--- config.mk ---
export PLATFORM = sky130hd
export DESIGN_NAME = amc_cell
export DESIGN_NICKNAME = d
export VERILOG_FILES = /design/src/rtl/amc_pkg.sv /design/src/rtl/amc_cell.sv
export SDC_FILE = /design/constraint.sdc
export NUM_CORES = 1
export LEC_CHECK = 0
export BUFFER_PORTS_ARGS = -buffer_cell sky130_fd_sc_hd__buf_2
export CAP_MARGIN = 15
export CORE_MARGIN = 2
export CORE_UTILIZATION = 36
export DETAILED_ROUTE_END_ITERATION = 10
export GPL_TIMING_DRIVEN = 0
export PLACE_DENSITY = 0.77
export SKIP_CTS_REPAIR_TIMING = 1
export SLEW_MARGIN = 20
export SYNTH_ARGS = -nofsm -noshare
export SYNTH_HDL_FRONTEND = slang
export SYNTH_SLANG_ARGS = --single-unit
--- constraint.sdc ---
create_clock -name clk -period 11.67 [get_ports clk]
set_input_delay 0.5835 -clock clk [delete_from_list [all_inputs] [get_ports clk]]
set_output_delay 0.5835 -clock clk [all_outputs]
set_load 0.03 [all_outputs]
--- src/rtl/amc_pkg.sv ---
// Types and constants shared by the allocation misuse checker modules.
`default_nettype none

package amc_pkg;

	localparam int TABLE_DEPTH_DEF = 32;
	localparam int ADDR_W = 64;
	localparam int MODE_W = 2;
	localparam int STATUS_W = 4;

	typedef enum logic [MODE_W-1:0] {
		MODE_ALLOC = 2'd0,
		MODE_FREE  = 2'd1,
		MODE_SCAN  = 2'd2,
		MODE_NONE  = 2'd3
	} amc_mode_t;

	typedef enum logic [STATUS_W-1:0] {
		STAT_NEW          = 4'd0,
		STAT_REALLOC      = 4'd1,
		STAT_DOUBLE_ALLOC = 4'd2,
		STAT_NULL_ALLOC   = 4'd3,
		STAT_FREED        = 4'd4,
		STAT_DOUBLE_FREE  = 4'd5,
		STAT_UNKNOWN_FREE = 4'd6,
		STAT_FULL         = 4'd7,
		STAT_LEAK         = 4'd8,
		STAT_CLEAN        = 4'd9
	} amc_status_t;

	typedef enum logic [1:0] {
		S_IDLE   = 2'd0,
		S_UPDATE = 2'd1,
		S_SCAN   = 2'd2
	} amc_state_t;

	typedef enum logic [2:0] {
		CELL_HOLD      = 3'd0,
		CELL_CMP       = 3'd1,
		CELL_INSERT    = 3'd2,
		CELL_SET_FREED = 3'd3,
		CELL_CLR_FREED = 3'd4,
		CELL_ROTATE    = 3'd5
	} amc_cell_op_t;

	typedef struct packed {
		amc_cell_op_t      op;
		logic [ADDR_W-1:0] key;
	} amc_cell_cmd_t;

	typedef struct packed {
		logic occ;
		logic tail;
		logic at_end;
	} amc_cell_pos_t;

	typedef struct packed {
		logic [ADDR_W-1:0] addr;
		logic              freed;
	} amc_entry_t;

endpackage

`default_nettype wire

--- src/rtl/amc_cell.sv ---
// One table cell: holds an address and its freed mark, compares, shifts, rotates and sets or clears the mark.
`default_nettype none

module amc_cell (
	input  logic                   clk,
	input  amc_pkg::amc_cell_cmd_t cmd,
	input  amc_pkg::amc_cell_pos_t pos,
	input  amc_pkg::amc_entry_t    left,
	input  logic                   left_ge,
	input  amc_pkg::amc_entry_t    right,
	input  amc_pkg::amc_entry_t    head,
	output amc_pkg::amc_entry_t    entry,
	output logic                   ge,
	output logic                   eq
);
	import amc_pkg::*;

	amc_entry_t entry_q;
	logic       ge_q;
	logic       eq_q;

	always_ff @(posedge clk) begin
		case (cmd.op)
			CELL_CMP: begin
				ge_q <= pos.occ && (entry_q.addr >= cmd.key);
				eq_q <= pos.occ && (entry_q.addr == cmd.key);
			end
			CELL_INSERT: begin
				if (left_ge) begin
					entry_q <= left;
				end else if (ge_q || pos.at_end) begin
					entry_q.addr  <= cmd.key;
					entry_q.freed <= 1'b0;
				end
			end
			CELL_SET_FREED: begin
				if (eq_q) begin
					entry_q.freed <= 1'b1;
				end
			end
			CELL_CLR_FREED: begin
				if (eq_q) begin
					entry_q.freed <= 1'b0;
				end
			end
			CELL_ROTATE: begin
				if (pos.occ) begin
					entry_q <= pos.tail ? head : right;
				end
			end
			default: begin
			end
		endcase
	end

	assign entry = entry_q;
	assign ge    = ge_q;
	assign eq    = eq_q;

endmodule

`default_nettype wire

==> metrics.cfg, run 1 <==
[run_status]
status = completed

[logic_synthesis]
yosysWarnings = 0
syn_nets = 939
ys_ff_latch = 67
ys_seq_area_frac = 0.3508
syn_avg_cell_area_sq_um = 9.449
syn_inst = 607
synthDistinctLibCells = 35
syn-cell-area_sq_um = 5736

[clock_tree]
cts_sinks = 67
clock_latency_ns = 0.33
cts_tree = done
htreeDepth = 3
path_clk_slew_ns = 0.06
clockBufferDepth = 2
ctsRootBufferMaster = clkbuf_16
cts_buffers = 9

[sta]
rsz0062_at_grt = no
period_minus_slack_ns = 2.452
max-slew-margin-rel = 0.4762
max_clock_freq_mhz = 407.9
fin_crit_sh = 0.2101
setup_viol = 0
tightest_slew_ns = 0.7857
fin_worst_skew_ns = 0.005340
tns_ns = 0
final_max_slew_viol_count = 0
hold_viol_final = 0

[detailed_routing]
detail_route.iter0.violations = 203
vias = 5873
vias_per_cell = 4.998
drt-pass1-iter-count = 4
drc_errors = 0
wl_per_cell_microns = 17.01
final_antenna_net_count = 0
routed_wl_microns = 19980

[setup_path]
crit_path_start_kind = input port
slowest_delay_ns = 0.53
crit_chain = buf_2 > nand3_1 > buf_2 > buf_1 > o32ai_4 > buf_8 > buf_16
crit_required_ns = 11.76
arrival_ns = 2.55
critPathCaptureType = register
worstPathMaxFanout = 16
worst-path-buf-inv = 5
crit_family = buffers and inverters
path_class = input port to register
critical_path.slowest_cell = buf_1
cpMostUsedCell = buf_2

[job]
maxCapViolations = 0

[finish]
diodes = 0
stdcell_count = 1175
fin_nets = 1286
syn_to_final_growth_pct = 41.06
n_fill_cell = 1513
final_core_util = 0.5149
stdcell_area_sq_um = 8090
final_common_cell = buf_2
drive_gt1_frac = 0.3806
layout_common_cells = buf_2 (342), a21oi_1 (93), edfxtp_1 (67)

[power_and_ir_drop]
powerDensity_nw_per_um2 = 100.1
leakage_nw = 3.916
ir_worst_vdd_uv = 66.13

[grt]
grt_pass1_wl_microns = 28710
grt-ovfl-total = 0
antenna_found_initial = 0
grt.total_usage = 0.2248
grt_max_degree = 17
grt_pass1_vias = 5848

[placed_design]
place_area_sq_um = 7759
portBuffers = 332
place_hpwl_microns = 16450
gp_congestion = 0.9068
post-place-cells = 1159

[floorplanning]
chipWidth_microns = 130.2
die_y_microns = 130.2
std_cell_rows = 46
core-area_sq_um = 15710
io_pins = 334
initial_core_util = 0.3650
die_area_sq_um = 16960

[min_path]
min_path_type = input port to register

## flip-flops by register name, summed over array words and instances, names as in the netlist
name,count
eq,1
entry,65
ge,1
## final cells by class
cell class / instances / area [sq um] / area share
clock inverters: 7 / 106.4 / 0.01315
plain buffers: 35 / 143.9 / 0.01779
flip-flops and latches: 67 / 2012 / 0.2487
inverters: 68 / 255.2 / 0.03155
multi-input cells: 437 / 3343 / 0.4132
clock buffers: 9 / 225.2 / 0.02784
well taps: 216 / 270.3 / 0.03341
repair buffers: 336 / 1734 / 0.2144
## per-layer routing
metal  wire length, microns  vias to the layer above  global-route usage
li1                       -                     2962                   -
met1                   8281                     2620              0.2600
met2                   9800                      250              0.4022
met3                   1369                       41             0.04920
met4                    533                        0             0.09235
met5                      0                        -                   0
## logic make-up after synthesis
group / share of synthesized area
AO/OA/AOI/OAI: 0.1994
adder cells (fa/ha/maj): 0.1418
buffers and inverters: 0.06959
flip-flops: 0.3508
multiplexers: 0.1152
AND/OR/NAND/NOR: 0.1233
## where the power goes
part           leakage, nW  switching [W]  internal (W)
registers            0.617     0.00000581      0.000283
logic                 3.14       0.000117     0.0000918
clock network        0.162       0.000107      0.000206
total                 3.92       0.000229      0.000581
## through the flow
stage | total power [W] | setup slack [ns] | hold slack (ns)
floorplan | 0.0004117 | 5.471 | 0.7919
global placement | 0.0004966 | 2.664 | 0.8010
detailed placement | 0.0005026 | 8.773 | 0.8331
CTS | 0.0008171 | 9.126 | 0.5849
global route | 0.0008461 | 9.043 | 0.6025
finish | 0.0008101 | 9.218 | 0.5994
## worst min-delay path, delay by kind of cell
kind	cells	cell delay, ns
buf+inv	1	0.07
compound gates	2	0.16
## synthesized netlist by cell type
library cell | count | area, sq um
o32ai_1 | 1 | 8.760
clkbuf_1 | 22 | 82.58
o21ai_0 | 4 | 20.02
a21oi_1 | 93 | 465.5
o221ai_1 | 1 | 8.760
inv_2 | 2 | 7.510
a21o_1 | 7 | 52.55
a211oi_1 | 65 | 488.0
inv_1 | 66 | 247.7
nor3_1 | 3 | 15.01
or3_1 | 1 | 6.260
o31ai_1 | 1 | 7.510
nor2b_1 | 65 | 406.6
o21ai_1 | 3 | 15.01
nand3_2 | 1 | 10.01
mux2i_1 | 66 | 660.6
nand4_1 | 14 | 87.58
nor2_1 | 5 | 18.77
o31a_2 | 1 | 10.01
buf_1 | 3 | 11.26
nand2_1 | 16 | 60.06
nand2b_1 | 2 | 12.51
a21boi_0 | 1 | 7.510
nand4_2 | 1 | 12.51
a221oi_1 | 1 | 8.760
o211ai_1 | 2 | 15.01
edfxtp_1 | 67 | 2012
a2111oi_0 | 2 | 17.52
nor4_1 | 4 | 25.02
a221o_1 | 1 | 10.01
buf_2 | 10 | 50.05
ha_1 | 65 | 813.3
or4_1 | 1 | 7.510
nand3_1 | 9 | 45.04
a311oi_1 | 1 | 8.760
## final timing paths
path / endpoint / cells after the start / slack [ns] / startpoint
worst max-delay path: entry[34]$_DFFE_PP_ / 7 / 9.22 / cmd[64]
worst min-delay path: entry[42]$_DFFE_PP_ / 3 / 0.60 / head[42]
worst max register to register: ge$_DFFE_PN_ / 7 / 9.38 / entry[14]$_DFFE_PP_
worst min register to register: entry[0]$_DFFE_PP_ / 2 / 0.84 / eq$_DFFE_PN_
Power figures use the tool's default switching activity.
==> inputs of run 2 (changes only) <==
Clock period 11.67 ns to 2.4 ns, I/O delays scaled along.
==> run 2 against run 1 <==
Die area unchanged. Register-to-register slack worse by 9.2 ns. Combinational power rose to 4.9 times the previous value. Global-route usage grew 0.45 points. Sequential power rose to 4.9 times the previous value. Critical path type is now register to register. Count of clock-buffer cells in the layout stayed put. Utilization hardly changed. Sequential share of layout area about the same. Critical endpoint is now ge$_DFFE_PN_.
==> metrics.cfg, run 2 (synthesis results as in run 1) <==
[run_status]
status = completed

[floorplanning]
die_y_microns = 130.2
initial_core_util = 0.3650
core-area_sq_um = 15710
io_pins = 334
chipWidth_microns = 130.2
std_cell_rows = 46
die_area_sq_um = 16960

[clock_tree]
ctsRootBufferMaster = clkbuf_16
cts_tree = done
cts_buffers = 9
clock_latency_ns = 0.34
clockBufferDepth = 2
path_clk_slew_ns = 0.06
cts_sinks = 67
htreeDepth = 3

[detailed_routing]
vias_per_cell = 5.139
drt-pass1-iter-count = 5
final_antenna_net_count = 0
vias = 6038
routed_wl_microns = 20270
wl_per_cell_microns = 17.25
detail_route.iter0.violations = 294
drc_errors = 0

[job]
maxCapViolations = 0

[power_and_ir_drop]
p_total_w = 0.003842
ir_worst_vdd_uv = 255.8
powerDensity_nw_per_um2 = 475.0
leakage_nw = 3.906

[placed_design]
gp_congestion = 0.8605
place_area_sq_um = 7754
post-place-cells = 1159
portBuffers = 332
place_ws_ns = -0.1145
place_hpwl_microns = 16620

[finish]
fin_nets = 1286
syn_to_final_growth_pct = 41.01
n_fill_cell = 1484
stdcell_area_sq_um = 8088
diodes = 0
layout_common_cells = buf_2 (342), a21oi_1 (92), edfxtp_1 (67)
final-seq-area_sq_um = 2012
drive_gt1_frac = 0.3879
multi_input_area_sq_um = 3381
final_core_util = 0.5147
stdcell_count = 1175
largest_reg_flops = 65
final_common_cell = buf_2

[setup_path]
cpMostUsedCell = o21ai_1
crit_family = compound AO/OA/AOI/OAI gates
path_class = register to register
r2r_slack_ns = 0.15
critPathCaptureType = register
crit_path_start_kind = register
arrival_ns = 2.33
crit_chain = ha_1 > a21oi_1 > o21ai_1 > a221o_1 > or3_1 > a21oi_2 > o21ai_1
critical_path.slowest_cell = edfxtp_1
worst-path-buf-inv = 0
crit_required_ns = 2.48
worstPathMaxFanout = 2
slowest_delay_ns = 0.41

[min_path]
min_path_type = input port to register

[sta]
tightest_slew_ns = 0.8369
worst_slack_ns = 0.1464
max-slew-margin-rel = 0.4421
hold_viol_final = 0
setup_viol = 0
fin_worst_skew_ns = 0.005891
fin_crit_sh = 0.9390
final_max_slew_viol_count = 0
period_minus_slack_ns = 2.254
max_clock_freq_mhz = 443.7
rsz0062_at_grt = no

[grt]
antenna_found_initial = 0
grt_pass1_wl_microns = 29410
grt-ovfl-total = 0
grt_max_degree = 18
grt.total_usage = 0.2292
grt_pass1_vias = 5762

run 2: changes by cell type in the layout (fill, tap and decap cells not counted), sizes merged:
cell    before  now
bufinv       3    2
clkinv       4    5
run 2: worst paths after layout:
path / from / to / depth (start not counted)
worst min register to register: eq$_DFFE_PN_ / entry[0]$_DFFE_PP_ / 2
worst min-delay path: head[42] / entry[42]$_DFFE_PP_ / 3
worst max register to register: entry[6]$_DFFE_PP_ / ge$_DFFE_PN_ / 7
worst max-delay path: entry[6]$_DFFE_PP_ / ge$_DFFE_PN_ / 7
run 2: layout make-up:
| class | instances | area share |
|---|---|---|
| repair buffers | 336 | 0.2124 |
| clock buffers | 9 | 0.02785 |
| multi-input cells | 437 | 0.4180 |
| plain buffers | 35 | 0.01779 |
| well taps | 216 | 0.03342 |
| inverters | 68 | 0.03156 |
| flip-flops and latches | 67 | 0.2488 |
| clock inverters | 7 | 0.01021 |
run 2: worst min-delay path, delay by kind of cell:
family,cells,cell delay [ns]
AOI/OAI and AO/OA,2,0.16
buffers and inverters,1,0.07
run 2: per-stage QoR:
stage	TNS (ns)	hold WS (ns)
floorplan	-13.16	0.3284
global route	0	0.1381
finish	0	0.1386
CTS	-0.08671	0.1189
global placement	-63.66	0.4723
detailed placement	-1.659	0.4761
run 2: layer usage:
layer  global-route usage  routed length, microns  up-vias
met2               0.4127                   10120      256
met1               0.2747                    8410     2789
met3              0.03936                    1283       32
met4              0.08223                     454        0
li1                     -                       -     2961
met5                    0                       0        -
run 2: where the power goes:
part / leakage [nW] / switching (W) / total [W] / internal, W
Sequential: 0.617 / 0.0000304 / 0.00141 / 0.00138
Combinational: 3.14 / 0.000575 / 0.00102 / 0.000446
Clock: 0.154 / 0.000517 / 0.00141 / 0.000897
Total: 3.91 / 0.00112 / 0.00384 / 0.00272
